==> config.mk <==
export PLATFORM = sky130hd
export DESIGN_NAME = spd_inv_mul
export DESIGN_NICKNAME = d
export VERILOG_FILES = /design/src/rtl/core/spd_inv_pkg.sv /design/src/rtl/core/spd_inv_mul.sv
export SDC_FILE = /design/constraint.sdc
export NUM_CORES = 2
export LEC_CHECK = 0
export BUFFER_PORTS_ARGS = -buffer_cell sky130_fd_sc_hd__buf_2
export CORE_ASPECT_RATIO = 1.5
export CORE_MARGIN = 4
export CORE_UTILIZATION = 65
export DETAILED_ROUTE_END_ITERATION = 16
export PLACE_DENSITY = 0.81
export SYNTH_ARGS = -nofsm -noshare
export SYNTH_HDL_FRONTEND = slang
export SYNTH_SLANG_ARGS = --single-unit
==> constraint.sdc <==
create_clock -name clk -period 11.2 [get_ports clk]
set_input_delay 0.56 -clock clk [delete_from_list [all_inputs] [get_ports clk]]
set_output_delay 0.56 -clock clk [all_outputs]
set_load 0.01 [all_outputs]
==> src/rtl/core/spd_inv_pkg.sv <==
`timescale 1ns / 1ps
// ---------------------------------------------------------------------------
// spd_inv_pkg
// Shared types, widths and saturation helpers for the SPD matrix inverse.
// ---------------------------------------------------------------------------
package spd_inv_pkg;

  localparam int IW        = 48;
  localparam int VW        = 32;
  localparam int FRAC      = 16;
  localparam int THW       = 31;
  localparam int MAX_ORDER = 8;
  localparam int IDXW      = 3;
  localparam int CELLS     = MAX_ORDER * MAX_ORDER;

  typedef logic signed [IW-1:0] ival_t;

  localparam ival_t IMAX = {1'b0, {(IW-1){1'b1}}};
  localparam ival_t IMIN = {1'b1, {(IW-1){1'b0}}};
  localparam ival_t ONE  = ival_t'(1) <<< FRAC;

  localparam logic [1:0] CFG_MATRIX_SIZE = 2'd0;
  localparam logic [1:0] CFG_NEAR_ZERO   = 2'd1;
  localparam logic [1:0] CFG_PIVOT       = 2'd2;

  typedef enum logic {OP_DIV, OP_SQRT} ds_op_t;

  typedef struct packed {
    logic   start;
    ds_op_t op;
  } ds_req_t;

  function automatic logic [IW-1:0] mag(input ival_t x);
    logic [IW-1:0] u;
    u = x;
    return x[IW-1] ? (~u + 1'b1) : u;
  endfunction

  function automatic ival_t sat_mag(input logic neg, input logic over,
                                    input logic [IW-2:0] m);
    logic [IW-1:0] u;
    u = {1'b0, m};
    if (over) return neg ? IMIN : IMAX;
    return neg ? ival_t'(~u + 1'b1) : ival_t'(u);
  endfunction

endpackage

==> src/rtl/core/spd_inv_mul.sv <==
`timescale 1ns / 1ps
// ---------------------------------------------------------------------------
// spd_inv_mul
// Iterative Q32.16 multiplier: four half-width partial products, truncate
// toward zero, saturate to the internal width.
// ---------------------------------------------------------------------------
module spd_inv_mul (
  input  logic                clk,
  input  logic                rst,
  input  logic                start,
  input  spd_inv_pkg::ival_t  a,
  input  spd_inv_pkg::ival_t  b,
  output spd_inv_pkg::ival_t  product,
  output logic                done
);
  import spd_inv_pkg::*;

  localparam int HW = IW / 2;

  logic              busy;
  logic [2:0]        cnt;
  logic              neg;
  logic [IW-1:0]     ma, mb, pp;
  logic [1:0]        ph;
  logic [2*IW-1:0]   acc, pp_shift;
  logic [HW-1:0]     opa, opb;
  logic [2*IW-FRAC-1:0] scaled;

  always_comb begin
    opa = cnt[1] ? ma[IW-1:HW] : ma[HW-1:0];
    opb = cnt[0] ? mb[IW-1:HW] : mb[HW-1:0];
    unique case (ph)
      2'd0:       pp_shift = {{IW{1'b0}}, pp};
      2'd1, 2'd2: pp_shift = {{HW{1'b0}}, pp, {HW{1'b0}}};
      default:    pp_shift = {pp, {IW{1'b0}}};
    endcase
    scaled = acc[2*IW-1:FRAC];
  end

  always_ff @(posedge clk) begin
    if (rst) begin
      busy <= 1'b0;
      done <= 1'b0;
      cnt  <= '0;
    end else begin
      done <= 1'b0;
      if (start) begin
        busy <= 1'b1;
        cnt  <= '0;
      end else if (busy) begin
        cnt <= cnt + 3'd1;
        if (cnt == 3'd5) begin
          busy <= 1'b0;
          done <= 1'b1;
        end
      end
    end
  end

  always_ff @(posedge clk) begin
    if (start) begin
      ma  <= mag(a);
      mb  <= mag(b);
      neg <= a[IW-1] ^ b[IW-1];
      acc <= '0;
    end else if (busy) begin
      if (cnt <= 3'd3) begin
        pp <= opa * opb;
        ph <= cnt[1:0];
      end
      if (cnt >= 3'd1 && cnt <= 3'd4) acc <= acc + pp_shift;
      if (cnt == 3'd5)
        product <= sat_mag(neg, |scaled[2*IW-FRAC-1:IW-1], scaled[IW-2:0]);
    end
  end

endmodule

# == After elaboration in Yosys (flattened, before gate mapping) ==
# Index checks and enable logic that the tools add are counted.
# classes
multipliers,1
bitwise_logic,6
eq_ne,3
n_lt_le_gt_ge,3
n_addsub,5
reduce_logical,9
mux,17
# op_table
op,n
$mux W48,4
$pmux W96 S2,1
$add A48 B1 Y48 const B,3
$add A96 B96 Y96,1
$not A48 Y48,2
$mux W47,2
$mul A24 B24 Y48,1
$mux W24,2
$not A47 Y48,1
$reduce_or A33 Y1,1
$mux W1,8
$reduce_and A3 Y1,2
$reduce_or A2 Y1,2
$add A3 B1 Y3 const B,1
$eq A3 B3 Y1 const B,1
$ge A3 B1 Y1 const B,1
$le A3 B2 Y1 const B,1
$le A3 B3 Y1 const B,1
$reduce_or A3 Y1,1
$eq A2 B1 Y1 const B,1
$eq A2 B2 Y1 const B,1
$logic_not A2 Y1,1
$not A1 Y1,2
$reduce_and A2 Y1,1
2 further kinds,2
# word_totals
out_inout_bits,49
ff_bits,296

# == Longest topological paths before layout ==
# depth
ltp_word,6
depth_mapped,31
depth_no_buf,28

# == Worst setup path after synthesis ==
# Ideal clock, no wire load.
# synth_path
kind,flip-flop to flip-flop
start,reg cnt[0]
end,"reg pp[47], data pin"
stages_incl_launch_ff,30
arrival_time_ns,8.182
n_path_buf,4
path_slack_ns,2.752
t_required_ns,10.934
cell_sequence,dfxtp_1 > clkbuf_1 > buf_1 > mux2i_1 > clkbuf_1 > nor2_1 > fa_1 > fa_1 > inv_1 > fa_1 > fa_1 > inv_1 > fa_1 > fa_1 > inv_1 > fa_1 > inv_1 > ha_1 > clkbuf_1 > a21oi_1 > o21ai_0 > a32oi_1 > a221oi_1 > a2111oi_0 > o21ai_0 > a21oi_1 > o211ai_1 > a221oi_1 > mux2i_1 > nand4_1
# synth_via
elab_chain_cells,2
# synth_lines
element,line_no,rtl
"start, declared",spd_inv_mul.sv:21,logic [2:0] cnt;
"start signal, assigned",spd_inv_mul.sv:51,cnt <= cnt + 3'd1;
$mux W24,spd_inv_mul.sv:31,opb = cnt[0] ? mb[IW-1:HW] : mb[HW-1:0];
$mul A24 B24 Y48,spd_inv_mul.sv:68,pp <= opa * opb;
"end signal, assigned",spd_inv_mul.sv:68,
"end, declared",spd_inv_mul.sv:23,"logic [IW-1:0] ma, mb, pp;"
# Every way passes these cells.
# A chain may end at the register's enable or synchronous reset.

# == Worst setup path in the final report ==
# Same ends and word-level chain as after synthesis.

==> flow_summary.json <==
{
  "syn_area_per_cell_sq_um": 8.80,
  "synth_compound_area_frac": 0.129,
  "overflow": 0,
  "maxCapViolCount": 0,
  "grt_pass1_wl_microns": 188000,
  "n_fill_cell": 4654,
  "synth-xor-area-share": 0.0503,
  "grt_use_total": 0.393,
  "num_vias": 32331,
  "antenna_left": 0,
  "worst_ep_required_time_ps": 11540,
  "die_h_microns": 305,
  "row_count": 108,
  "report.final.slew_viol_count": 0,
  "path_common_cell": "fa_1",
  "grt_max_degree": 85,
  "slew-limit-headroom": 0.174,
  "multi_input_area_sq_um": 27400,
  "numCtsBuffers": 30,
  "crit_arrival_ps": 9990,
  "synth-seq-cells": 296,
  "die_w_microns": 206,
  "finalCriticalPeriod_ps": 9650,
  "clock-sinks": 296,
  "cts-resized-gates": 0,
  "antenna_found_initial": 1,
  "post-synth-top-area-cell": "fa_1",
  "netlist.area_leader.share": 0.254,
  "layout-drive-gt1-share": 0.0835,
  "grt_setup_unrepaired": "no",
  "drc_errors": 0,
  "grt_pass1_vias": 33899,
  "syn_nets": 5192,
  "wl_per_cell_microns": 23.7,
  "setup_slack_ps": 1550,
  "synth_fa_ha_area_frac": 0.345,
  "synth_seq_area_share": 0.207,
  "place_worst_setup_slack_ps": 1710,
  "hold_class": "input port to register",
  "dr.pass1.iters": 6,
  "setup_tns_ps": 0,
  "gp_congestion": 1.02,
  "wl_microns": 122000,
  "ys_top_cells_by_area": "fa_1, edfxtp_1, ha_1",
  "syn_area_sq_um": 38100,
  "timing.hold.ws_ps": 129,
  "htree_levels": 1,
  "area_delta_synth_final_pct": 6.55,
  "n_antenna_cell": 0,
  "fin_crit_sh": 0.861,
  "finClkSkew_ps": 36.7,
  "final-hold-violation-count": 0,
  "crit_path_end_kind": "register",
  "root_buffer": "clkbuf_16",
  "nets": 5232,
  "cts.path.max_buffers": 3,
  "seqCellArea_sq_um": 7880,
  "synth-edff-count": 195,
  "cts_tree": "done",
  "path_class": "register to register",
  "setup_viol": 0,
  "synth_ff_type": "edfxtp_1",
  "dieArea_sq_um": 62700,
  "tightest_slew_ps": 1210,
  "ioPinCount": 148,
  "syn_inst": 4332,
  "core_sq_um": 58000,
  "post_cts.repair.setup_buffers": 0,
  "outcome": "finished clean",
  "synth_mux_area_frac": 0.0264,
  "initial_core_util": 0.658,
  "synthSimpleGateAreaFrac": 0.166,
  "hold_buffers": 0,
  "path_max_fanout": 30,
  "synth_top_family_by_area": "adder cells",
  "clock.fmax_mhz": 104,
  "setup.worst_path.start_class": "register",
  "initialDrtViolationCount": 2474,
  "worst_path_largest_cell_delay_ps": 1010,
  "synth_warnings": 0,
  "clk_latency_ps": 630,
  "clkSlewWorstSetupHoldPaths_ps": 80,
  "async_flop_share": 0,
  "synth_cell_type_count": 80,
  "hpwl_microns": 96800,
  "io_buffers": 147,
  "cp_slowest_cell": "mux2i_1",
  "vias_per_cell": 6.26
}
Yosys cell counts, types with 52 or more instances:
library cell	number
a21o_1	79
a21oi_1	232
a22o_1	52
and2_1	66
clkbuf_1	178
dfxtp_1	101
edfxtp_1	195
fa_1	483
ha_1	278
inv_1	593
nand2_1	587
nor2_1	434
o21ai_0	185
xnor2_1	161
xor2_1	58
logic make-up after synthesis:
kind of cell    after synthesis
simple gates               1408
buf+inv                     784
compound gates              769
fa+ha+maj                   761
flops                       296
xor+xnor                    219
mux                          95
flip-flops by register name, summed over array words and instances, names as in the netlist, 2 cells and up:
name	flops
acc	96
ma	48
mb	48
pp	48
product	48
cnt	3
ph	2
metal layers:
metal,share of wire,vias to the layer above,track usage,wire length (microns)
li1,-,14414,-,-
met1,0.31,15586,0.397,38000
met2,0.49,1645,0.682,60300
met3,0.078,686,0.0739,9500
met4,0.12,0,0.345,14400
met5,0,-,0,0
worst max-delay path, delay by kind of cell (launching register included):
family | cells | cell delay, ps
compound gates | 9 | 2250
buf+inv | 6 | 830
fa+ha+maj | 8 | 3840
mux | 2 | 1260
flops | 1 | 900
simple gates | 2 | 290
metrics by stage:
step	util	instance area, sq um	cells
2_1_floorplan	-	38100	4332
3_3_place_gp	0.683	39600	5110
3_5_place_dp	0.683	39600	5110
4_1_cts	0.701	40600	5166
5_1_grt	0.701	40600	5166
6_report	0.701	40600	5166
layout make-up:
class,count,area share
Multi-Input combinational cell,3252,0.675
Clock buffer,40,0.0204
Tap cell,770,0.0237
Sequential cell,296,0.194
Timing Repair Buffer,199,0.0279
Inverter,593,0.0548
Clock inverter,16,0.00468
cell usage in the layout (no fill, tap or decap), types with 58 or more instances in the layout:
cell and count:
a21o_1 79, a21oi_1 232, and2_1 66, buf_2 146
dfxtp_1 99, edfxtp_1 195, fa_1 483, ha_1 278
inv_1 593, nand2_1 587, nor2_1 431, o21ai_0 185
xnor2_1 161, xor2_1 58
final timing paths:
check,slack [ps],endpoint,cells past startpoint,from
setup / recovery,1550,pp[47],27,cnt[0]
hold / removal,130,ma[0],1,a[0]
setup reg to reg,1550,pp[47],27,cnt[0]
hold reg to reg,460,acc[5],2,acc[5]
Power is not shown: default switching activity piles up to over one toggle a cycle in this logic, so the estimate is an artifact.
