===== src/rtl/core/spd_inv_pkg.sv =====
`timescale 1ns / 1ps
// ---------------------------------------------------------------------------
// spd_inv_pkg
// Shared types, widths and saturation helpers for the SPD matrix inverse.
// ---------------------------------------------------------------------------
package spd_inv_pkg;

  localparam int IW        = 48;
  localparam int VW        = 32;
  localparam int FRAC      = 16;
  localparam int THW       = 31;
  localparam int MAX_ORDER = 8;
  localparam int IDXW      = 3;
  localparam int CELLS     = MAX_ORDER * MAX_ORDER;

  typedef logic signed [IW-1:0] ival_t;

  localparam ival_t IMAX = {1'b0, {(IW-1){1'b1}}};
  localparam ival_t IMIN = {1'b1, {(IW-1){1'b0}}};
  localparam ival_t ONE  = ival_t'(1) <<< FRAC;

  localparam logic [1:0] CFG_MATRIX_SIZE = 2'd0;
  localparam logic [1:0] CFG_NEAR_ZERO   = 2'd1;
  localparam logic [1:0] CFG_PIVOT       = 2'd2;

  typedef enum logic {OP_DIV, OP_SQRT} ds_op_t;

  typedef struct packed {
    logic   start;
    ds_op_t op;
  } ds_req_t;

  function automatic logic [IW-1:0] mag(input ival_t x);
    logic [IW-1:0] u;
    u = x;
    return x[IW-1] ? (~u + 1'b1) : u;
  endfunction

  function automatic ival_t sat_mag(input logic neg, input logic over,
                                    input logic [IW-2:0] m);
    logic [IW-1:0] u;
    u = {1'b0, m};
    if (over) return neg ? IMIN : IMAX;
    return neg ? ival_t'(~u + 1'b1) : ival_t'(u);
  endfunction

endpackage


===== src/rtl/core/spd_inv_divsqrt.sv =====
`timescale 1ns / 1ps
// ---------------------------------------------------------------------------
// spd_inv_divsqrt
// Shared serial unit: restoring Q32.16 divide (one quotient bit per cycle)
// or integer square root of num * 2^16 (one root bit per cycle).
// ---------------------------------------------------------------------------
module spd_inv_divsqrt (
  input  logic                 clk,
  input  logic                 rst,
  input  spd_inv_pkg::ds_req_t req,
  input  spd_inv_pkg::ival_t   num,
  input  spd_inv_pkg::ival_t   den,
  output spd_inv_pkg::ival_t   result,
  output logic                 done
);
  import spd_inv_pkg::*;

  localparam int NW  = IW + FRAC;
  localparam int RTW = NW / 2;
  localparam int SRW = RTW + 4;
  localparam int CW  = $clog2(NW) + 1;

  logic           busy;
  logic [CW-1:0]  cnt, last_cnt;
  ds_op_t         op_r;
  logic           neg, num_neg, dzero;
  logic [IW-1:0]  d;
  logic [NW-1:0]  nsh, q;
  logic [IW:0]    rem, rem_sh, rem_dv;
  logic           ge, sge;
  logic [SRW-1:0] sq_sh, trial, sq_nx;

  always_comb begin
    rem_sh   = {rem[IW-1:0], nsh[NW-1]};
    ge       = rem_sh >= {1'b0, d};
    rem_dv   = ge ? rem_sh - {1'b0, d} : rem_sh;
    sq_sh    = {rem[SRW-3:0], nsh[NW-1 -: 2]};
    trial    = {2'b00, q[RTW-1:0], 2'b01};
    sge      = sq_sh >= trial;
    sq_nx    = sge ? sq_sh - trial : sq_sh;
    last_cnt = (op_r == OP_DIV) ? CW'(NW - 1) : CW'(RTW - 1);
  end

  always_ff @(posedge clk) begin
    if (rst) begin
      busy <= 1'b0;
      done <= 1'b0;
      cnt  <= '0;
    end else begin
      done <= 1'b0;
      if (req.start) begin
        busy <= 1'b1;
        cnt  <= '0;
      end else if (busy) begin
        cnt <= cnt + 1'b1;
        if (cnt == last_cnt + 1'b1) begin
          busy <= 1'b0;
          done <= 1'b1;
        end
      end
    end
  end

  always_ff @(posedge clk) begin
    if (req.start) begin
      op_r    <= req.op;
      nsh     <= {mag(num), {FRAC{1'b0}}};
      d       <= mag(den);
      neg     <= num[IW-1] ^ den[IW-1];
      num_neg <= num[IW-1];
      dzero   <= (den == '0);
      rem     <= '0;
      q       <= '0;
    end else if (busy) begin
      if (cnt <= last_cnt) begin
        if (op_r == OP_DIV) begin
          rem <= rem_dv;
          q   <= {q[NW-2:0], ge};
          nsh <= {nsh[NW-2:0], 1'b0};
        end else begin
          rem <= {{(IW+1-SRW){1'b0}}, sq_nx};
          q   <= {q[NW-2:0], sge};
          nsh <= {nsh[NW-3:0], 2'b00};
        end
      end else if (op_r == OP_DIV) begin
        result <= dzero ? sat_mag(num_neg, 1'b1, {(IW-1){1'b0}})
                        : sat_mag(neg, |q[NW-1:IW-1], q[IW-2:0]);
      end else begin
        result <= ival_t'({{(IW-RTW){1'b0}}, q[RTW-1:0]});
      end
    end
  end

endmodule


===== config.mk =====
export PLATFORM = sky130hd
export DESIGN_NAME = spd_inv_divsqrt
export DESIGN_NICKNAME = d
export VERILOG_FILES = /design/src/rtl/core/spd_inv_pkg.sv /design/src/rtl/core/spd_inv_divsqrt.sv
export SDC_FILE = /design/constraint.sdc
export NUM_CORES = 1
export LEC_CHECK = 0
export BUFFER_PORTS_ARGS = -buffer_cell sky130_fd_sc_hd__buf_2
export CAP_MARGIN = 40
export CORE_MARGIN = 2
export CORE_UTILIZATION = 62
export DETAILED_ROUTE_END_ITERATION = 6
export GPL_ROUTABILITY_DRIVEN = 0
export GPL_TIMING_DRIVEN = 1
export PLACE_DENSITY = 0.87
export REMOVE_ABC_BUFFERS = 1
export SYNTH_ARGS = -nofsm -noshare
export SYNTH_HDL_FRONTEND = slang
export SYNTH_SLANG_ARGS = --single-unit
export TNS_END_PERCENT = 5

===== constraint.sdc =====
create_clock -name clk -period 7.1 [get_ports clk]
set_clock_uncertainty 0.1 [all_clocks]
set_input_delay 0.355 -clock clk [delete_from_list [all_inputs] [get_ports clk]]
set_output_delay 0.355 -clock clk [all_outputs]
set_load 0.02 [all_outputs]

Word level (Yosys, flattened, before mapping)
Cells that the tools add are included.
W data, S select, Z words.

storage, ports and cells
  bits in registers = 285
  output and inout bits = 49
  logic and storage cells = 74

operators by class
  add/subtract/negate cells = 7
  $lt $le $gt $ge = 3
  equal/unequal tests = 1
  muxes and demuxes = 32
  bitwise logic cells = 7
  reduce and logical (&&, ||, !) cells = 9

operators with widths
  kind                     count
  $mux W48                 10
  $mux W64                 4
  $add A48 B1 Y48 const B  3
  $not A48 Y48             2
  $ge A49 B48 Y1           1
  $logic_not A48 Y1        1
  $not A47 Y48             1
  $sub A48 B48 Y48         1
  $mux W47                 1
  $ge A36 B34 Y1           1
  $mux W36                 1
  $sub A36 B34 Y36         1
  $mux W32                 1
  $reduce_or A17 Y1        1
  $mux W1                  14
  $add A6 B1 Y7 const B    1
  $add A7 B1 Y7 const B    1
  $eq A7 B7 Y1             1
  $le A7 B6 Y1             1
  $mux W6                  1
  $reduce_and A2 Y1        2
  $reduce_bool A2 Y1       2
  $not A1 Y1               3
  $reduce_and A3 Y1        1
  3 further kinds          3

Depth between registers and ports, before layout
Gate-level depths: netlist (run 1).

  depth in word-level cells = 9
  depth in mapped cells = 17

Worst setup path before layout (run 1)
Ideal clock, no wire load.

  kind = flip-flop to flip-flop
  start point = register op_r
  end point = register result[0], enable pin
  library setup time = 0.513 ns
  arrival = 4.464 ns
  path slack = 2.023 ns
  cell stages (with the launch flop) = 8
  path buffers = 0
  period minus slack after synthesis = 5.077 ns
  cells stage by stage = edfxtp_1 ha_1 nand2_1 nor2_1 a31oi_1 a21oi_1 nor2_1 nor3_1

on the way
  cells in the longest elaborated chain, start to end = 4

RTL lines
  element                             RTL line               text
  from (decl)                         spd_inv_divsqrt.sv:25  ds_op_t op_r;
  from (signal assigned)              spd_inv_divsqrt.sv:66  op_r <= req.op;
  $mux W6                             spd_inv_divsqrt.sv:41  last_cnt = (op_r == OP_DIV) ? CW'(NW - 1) : CW'(RTW - 1);
  $le A7 B6 Y1                        spd_inv_divsqrt.sv:75  if (cnt <= last_cnt) begin
  $not A1 Y1 (no source line)         n/a
  $reduce_and A3 Y1 (no source line)  n/a
  to (signal assigned)                spd_inv_divsqrt.sv:86  result <= dzero ? sat_mag(num_neg, 1'b1, {(IW-1){1'b0}})
  to (signal assigned)                spd_inv_divsqrt.sv:89  result <= ival_t'({{(IW-RTW){1'b0}}, q[RTW-1:0]});
  to (decl)                           spd_inv_divsqrt.sv:13  output spd_inv_pkg::ival_t result,

No other way between the ends.
A chain may end at the register's enable or synchronous reset.

Worst setup path in the final report (run 1)
  start point = register nsh[63]
  end point = register rem[22]

on the way
  cells in the longest elaborated chain, start to end = 3
  elaborated cells on any way between the ends = 7

RTL lines
  element                                         RTL line                                      text
  from (decl)                                     spd_inv_divsqrt.sv:28                         logic [NW-1:0] nsh, q;
  from (signal assigned)                          spd_inv_divsqrt.sv:67                         nsh <= {mag(num), {FRAC{1'b0}}};
  from (signal assigned)                          spd_inv_divsqrt.sv:79                         nsh <= {nsh[NW-2:0], 1'b0};
  from (signal assigned)                          spd_inv_divsqrt.sv:83                         nsh <= {nsh[NW-3:0], 2'b00};
  $sub A48 B48 Y48, or another cell as far along  spd_inv_divsqrt.sv:36                         rem_dv = ge ? rem_sh - {1'b0, d} : rem_sh;
  $mux W48 or $mux W36 (tied branches)            spd_inv_divsqrt.sv:36, spd_inv_divsqrt.sv:40
  $mux W48 (*)                                    spd_inv_divsqrt.sv:76                         if (op_r == OP_DIV) begin
  to (signal assigned)                            spd_inv_divsqrt.sv:77                         rem <= rem_dv;
  to (signal assigned)                            spd_inv_divsqrt.sv:81                         rem <= {{(IW+1-SRW){1'b0}}, sq_nx};
  to (decl)                                       spd_inv_divsqrt.sv:29                         logic [IW:0] rem, rem_sh, rem_dv;

Mark *: on every way between the ends. The rest lies on a longest branch, timed or not.

==> impl_metrics.ini, run 1 <==
[worst_setup_path]
crit_chain = inv_1 > ha_1 > nor2b_1 > o21bai_1 > nand2_1 > a21oi_1 > o21ai_1 > a31oi_1 > o31ai_4 > buf_4 > mux2_2 > o21ai_0 > a21oi_1 > a21o_1
cp-start-kind = flop
slowest_stage = o31ai_4
end_kind = flop
worst_ep_arrival_time_ps = 4680
crit_top_cell = a21oi_1
worstSetupPathDepth = 14
cp_top_family = compound AO/OA/AOI/OAI gates
critical_path_peak_fanout = 48
cpPeakStageDelay_ps = 710
cp_num_buf_inv = 2
required_ps = 7460
r2r_cells = 14
crit_type = reg -> reg

[place]
dp_hpwl_um = 35500
port_buffers = 148
place_area_mm2 = 0.0200
dp.cells = 2753

[cells_and_area]
drive_gt1_share_pct = 10.6
final_cell_count_no_fill = 2818
final_area_mm2 = 0.0211
area_growth_pct = 10.4
fin_nets = 2587

[synthesis]
syn_inst = 2325
ys_ff_latch = 269
yosys_warnings = 0
synth_edf_count = 148
synthesis.area_mm2 = 0.0191
synthArstFlopShare_pct = 0
seq_area_frac_synth_pct = 35.9
synthFlopType = edfxtp_1
yosys.cell_types.count = 79
synth_area_per_cell_um2 = 8.22

[grt]
grt_pass1_vias = 16800
antenna_found_initial = 0
grt_pass1_wl_um = 81000
grt_overflow = 0
track_usage_pct = 29.5
grt_max_degree = 93

[power_and_ir_drop]
p_per_area_mw_per_mm2 = 245
vdd_ir_drop_max_mv = 0.178
p_leak_nw = 8.38
finalPower_mw = 5.17

[floorplanning]
io_pins = 149
die-area_mm2 = 0.0322
start_util_pct = 62.6
die_y_um = 180
rows = 64
core_area_mm2 = 0.0305
die_x_um = 180

[sta]
layout_min_cycle_time_ps = 4310
fmax_mhz = 232
finalSetupViolations = 0
whs_ps = 12.0
report.final.slew_viol_count = 0
slew_headroom_pct = 34.7
period_share_pct = 60.8
grt_setup_unrepaired = false
hold_viol_final = 0
worstMarginPinSlew_ps = 979

[cts]
cts_tree = done
cts_buffer_depth = 3
clock_latency_ps = 570
cts_setup_buffers = 0
clk_pin_slew_ps = 60
clock_sinks = 269
cts.root.buffer_cell = clkbuf_16
numCtsBuffers = 29
htree_num_levels = 1

[routing]
first_pass_iters = 7
drtIter0Drc = 2324
via_per_inst = 6.37
via_count = 17900
routed_wirelength_um = 49500
ant_nets = 0
drcViolationCount = 6
wl_per_cell_um = 17.6

[min_path]
hold_class = in -> reg
holdPathStages = 2

[run]
cap_violations = 0

[run_status]
status = finished with violations
failed_checks = DRC
==> worst paths after layout <==
check / start / to / slack [ps]
setup / recovery: nsh[63] / rem[22] / 2790
setup reg to reg: nsh[63] / rem[22] / 2790
hold / removal: den[30] / d[30] / 10
hold reg to reg: q[60] / q[61] / 360
==> metal layers <==
metal  up-vias  routed length (µm)  GRT usage, %
met5         -                   0             0
met4         0                1990          11.9
met3       169                4890          4.11
li1       8540                   -             -
met1      8250               20900          40.3
met2       990               21800          47.4
==> through the flow <==
step / utilization, % / setup WS (ps) / setup TNS (ps)
2_1_floorplan: - / -4640 / -462800
3_3_place_gp: 65.5 / 3110 / 0
3_5_place_dp: 65.6 / 3000 / 0
4_1_cts: 69.2 / 2970 / 0
5_1_grt: 69.2 / 2520 / 0
6_report: 69.2 / 2790 / 0
==> cell usage in the layout (no fill, tap or decap), types with 10 or more instances in the layout <==
| master | netlist | routed |
|---|---|---|
| edfxtp_1 | 148 | 148 |
| o21a_1 | 10 | 10 |
| o211ai_1 | 24 | 24 |
| a21oi_1 | 246 | 246 |
| clkbuf_16 | 0 | 29 |
| nand2b_1 | 15 | 15 |
| nor2_1 | 137 | 137 |
| inv_1 | 119 | 118 |
| mux2i_1 | 75 | 75 |
| o31ai_1 | 38 | 38 |
| dfxtp_1 | 121 | 121 |
| xor2_1 | 54 | 54 |
| buf_2 | 4 | 147 |
| nand3_1 | 33 | 33 |
| a31oi_1 | 19 | 19 |
| a21o_1 | 38 | 38 |
| or3_1 | 34 | 34 |
| o21bai_1 | 20 | 20 |
| nand4_1 | 26 | 26 |
| a211oi_1 | 14 | 14 |
| o41ai_1 | 19 | 19 |
| buf_4 | 1 | 16 |
| xnor2_1 | 135 | 135 |
| or4_1 | 22 | 22 |
| nor3_1 | 43 | 41 |
| nand2_1 | 334 | 333 |
| dlygate4sd3_1 | 0 | 10 |
| o22ai_1 | 13 | 13 |
| ha_1 | 88 | 88 |
| nor4_1 | 13 | 13 |
| o21ai_0 | 213 | 213 |
| o21ai_1 | 14 | 14 |
==> power breakdown <==
group	switching, mW	internal [mW]	total [mW]
Clock	0.676	0.909	1.58
Sequential	0.0903	1.76	1.85
Combinational	1.05	0.688	1.74
==> cell usage after synthesis, types with 10 or more instances <==
| master | count | share of area, % |
|---|---|---|
| edfxtp_1 | 148 | 23 |
| xor2_1 | 54 | 2.5 |
| nor3_1 | 43 | 1.1 |
| xnor2_1 | 135 | 6.2 |
| o21a_1 | 10 | 0.39 |
| a21o_1 | 38 | 1.5 |
| or4_1 | 22 | 0.86 |
| o21ai_0 | 213 | 5.6 |
| nand3_1 | 33 | 0.86 |
| mux2i_1 | 75 | 3.9 |
| a31oi_1 | 19 | 0.62 |
| or3_1 | 34 | 1.1 |
| o211ai_1 | 24 | 0.94 |
| o22ai_1 | 13 | 0.43 |
| dfxtp_1 | 121 | 13 |
| clkbuf_1 | 115 | 2.3 |
| nand2_1 | 334 | 6.6 |
| nor2_1 | 137 | 2.7 |
| ha_1 | 88 | 5.8 |
| nand2b_1 | 15 | 0.49 |
| a211oi_1 | 14 | 0.55 |
| o31ai_1 | 38 | 1.5 |
| o21ai_1 | 14 | 0.37 |
| nand4_1 | 26 | 0.85 |
| nor4_1 | 13 | 0.43 |
| o41ai_1 | 19 | 0.87 |
| inv_1 | 119 | 2.3 |
| buf_1 | 12 | 0.24 |
| a21oi_1 | 246 | 6.4 |
| o21bai_1 | 20 | 0.79 |
==> state kept, by name, summed over array words and instances, names as in the netlist, 7 cells and up <==
signal  flops
nsh        48
d          48
rem        48
cnt         7
q          64
result     48
==> layout make-up <==
| cell class | count | area, µm² |
|---|---|---|
| Fill cell | 2369 | 9410 |
| Antenna cell | 1 | 2.50 |
| Clock inverter | 25 | 275 |
| Timing Repair Buffer | 175 | 987 |
| Clock buffer | 29 | 726 |
| Inverter | 120 | 450 |
| Sequential cell | 269 | 6870 |
| Multi-Input combinational cell | 1803 | 11300 |
| Tap cell | 396 | 495 |
==> repair_timing <==
item                                   4_1_cts  5_1_grt
gates resized for setup                      0        0
hold buffers                                10        0
endpoints found under the hold margin       10        0
==> cell families after synthesis <==
family,Yosys count,share of synthesized area [%]
flip-flops,269,35.9
AND/OR/NAND/NOR,711,17.1
XOR/XNOR,189,8.66
multiplexers,78,4.10
buffers and inverters,253,5.05
adder cells (fa/ha/maj),89,5.87
AO/OA/AOI/OAI,736,23.3
(Power assumes the default switching activity.)
==> run 2: changes to the inputs <==
--- a/config.mk
+++ b/config.mk
@@ -8,11 +8,11 @@
 export BUFFER_PORTS_ARGS = -buffer_cell sky130_fd_sc_hd__buf_2
 export CAP_MARGIN = 40
 export CORE_MARGIN = 2
-export CORE_UTILIZATION = 62
+export CORE_UTILIZATION = 56
 export DETAILED_ROUTE_END_ITERATION = 6
 export GPL_ROUTABILITY_DRIVEN = 0
 export GPL_TIMING_DRIVEN = 1
-export PLACE_DENSITY = 0.87
+export PLACE_DENSITY = 0.83
 export REMOVE_ABC_BUFFERS = 1
 export SYNTH_ARGS = -nofsm -noshare
 export SYNTH_HDL_FRONTEND = slang
==> constraint.sdc (replaced) <==
create_clock -name clk -period 3.6 [get_ports clk]
set_clock_uncertainty 0.1 [all_clocks]
set_input_delay 0.18 -clock clk [delete_from_list [all_inputs] [get_ports clk]]
set_output_delay 0.18 -clock clk [all_outputs]
set_load 0.02 [all_outputs]
==> run 2 against run 1 <==
  * The flow now finishes without violations
  * Register-to-register slack worse by 2700 ps
  * Total power rose by 100%
  * Sequential cell count unchanged
  * Utilization fell by 0.64 points
  * Combinational power increased by 120%
  * Hold slack lost 5.2 ps
  * Wire length is 6.4% higher
  * Global-route usage down 0.54 points
  * Setup slack lost 2700 ps
  * First-iteration DRC count increased by 13%
  * Final area increased by 8.9%
  * Non-clock buffer count up 176
  * Largest power group is now combinational logic
  * Highest routed layer unchanged
==> impl_metrics.ini, run 2 (synthesized netlist as in run 1, its figures left out) <==
[run_status]
status = completed

[cts]
cts.root.buffer_cell = clkbuf_16
numCtsBuffers = 29
clock_latency_ps = 570
cts_setup_buffers = 0
cts_buffer_depth = 3
clk_pin_slew_ps = 60
clock_sinks = 269
htree_num_levels = 1
cts_tree = done

[place]
dp_slack_ps = 16.2
port_buffers = 148
dp_hpwl_um = 36800

[worst_setup_path]
required_ps = 3940
worstSetupPathDepth = 14
critical_path_peak_fanout = 8
crit_chain = buf_4 > inv_1 > ha_1 > nand2_1 > nor4_1 > o21ai_0 > nor2_1 > o22ai_1 > buf_4 > nor4_1 > nor2_1 > xor2_1 > o21ai_0 > o32ai_1
cpPeakStageDelay_ps = 630
worst_ep_arrival_time_ps = 3860
cp-start-kind = flop
reg2reg_slack_ps = 80
cp_top_family = simple AND/OR/NAND/NOR gates
endpoint = rem[34]
cp_num_buf_inv = 3
r2r_cells = 14
critPathLaunch = q[20]
crit_type = reg -> reg
end_kind = flop
slowest_stage = nor4_1
timing.rr.start = q[20]
r2r-end = rem[34]

[cells_and_area]
layout_common_cells = nand2_1 (333), a21oi_1 (242), o21ai_0 (212), edfxtp_1 (148), buf_2 (147)
fin_nets = 2763
area_growth_pct = 20.2
fin_util_pct = 68.5
antenna_cells = 0
final_common_cell = nand2_1
largest_reg_flops = 64
fillers = 2597
drive_gt1_share_pct = 14.1
regMostFlops = q

[grt]
antenna_found_initial = 0
grt_pass1_wl_um = 85900
grt_max_degree = 121
grt_pass1_vias = 17300
grt_overflow = 0
track_usage_pct = 28.9

[routing]
routed_wirelength_um = 52700
drcViolationCount = 0
wl_per_cell_um = 17.3
via_per_inst = 6.10
drtIter0Drc = 2634
first_pass_iters = 7
via_count = 18600
ant_nets = 0

[floorplanning]
die_y_um = 189
die_x_um = 189
rows = 67
core_area_mm2 = 0.0335
io_pins = 149
die-area_mm2 = 0.0356
start_util_pct = 57.0

[min_path]
hold_class = in -> reg

[sta]
report.final.slew_viol_count = 0
period_share_pct = 97.7
finalSetupViolations = 0
fmax_mhz = 284
hold_viol_final = 0
grt_setup_unrepaired = true
setup_ws_ps = 84.2
layout_min_cycle_time_ps = 3520
slew_headroom_pct = 41.2
worstMarginPinSlew_ps = 881

[power_and_ir_drop]
p_leak_nw = 9.23
p_per_area_mw_per_mm2 = 455
vdd_ir_drop_max_mv = 0.484

[run]
cap_violations = 0
-- run 2: cell types whose count changed in the layout (fill, tap and decap cells not counted), sizes merged --
cell	before	now
buf	165	236
clkbuf	29	37
diode	1	0
inv	126	120
clkinvlp	7	5
bufinv	4	2
dlygate4sd3	10	115
clkinv	8	10
-- run 2: worst min path at each step --
stage                 start  endpoint  slack (ps)  cells after the start
detailed placement      rst      busy         270                      2
CTS                 num[26]   nsh[42]           2                      4
global placement     req[0]      op_r         260                      1
floorplan            req[1]     q[10]         150                      1
global route        num[26]   nsh[42]          20                      4
finish              num[26]   nsh[42]           7                      4
-- run 2: power by group --
group	total [mW]	switching (mW)	internal [mW]
clock network	3.04	1.28	1.76
registers	3.62	0.149	3.47
logic	3.80	2.19	1.61
-- run 2: metrics by stage --
step / std cells / instance area, µm² / TNS [ps] / hold slack [ps] / power (mW)
4_1_cts: 3045 / 22800 / 0 / 2.49 / 10.3
6_report: 3045 / 23000 / 0 / 6.80 / 10.5
3_5_place_dp: 2876 / 20600 / 0 / 275 / 7.15
3_3_place_gp: 2875 / 20600 / 0 / 260 / 7.03
5_1_grt: 3045 / 23000 / -413 / 24.9 / 11.0
2_1_floorplan: 2192 / 18600 / -1223730 / 149 / 6.11
-- run 2: tightest hold or removal path, cell delays in order --
cell and delay [ps]:
buf_2 110, xnor2_1 140, nand2_1 60, o21ai_0 70
-- run 2: final cells by class --
type | count | area [µm²] | share of cell area, %
clock buffer | 37 | 818 | 3.56
tap | 448 | 561 | 2.44
sequential | 269 | 6870 | 29.9
clock inverter | 17 | 160 | 0.697
inverter | 120 | 450 | 1.96
timing repair buffer | 351 | 2610 | 11.4
multi-input combinational | 1803 | 11500 | 50.1
-- run 2: metal layers --
| metal | up-vias | global-route usage [%] | routed length, µm |
|---|---|---|---|
| met3 | 153 | 3.59 | 4840 |
| met4 | 0 | 9.50 | 1850 |
| met1 | 8514 | 39.1 | 21900 |
| li1 | 8895 | - | - |
| met5 | - | 0 | 0 |
| met2 | 1024 | 48.2 | 24200 |
-- run 2: timing repair --
action                                  in CTS  in global routing
pin swaps                                    0                  6
endpoints found under the setup margin       1                 48
endpoints found under the hold margin      102                  0
gates resized for setup                      2                 47
hold buffers                               115                  0
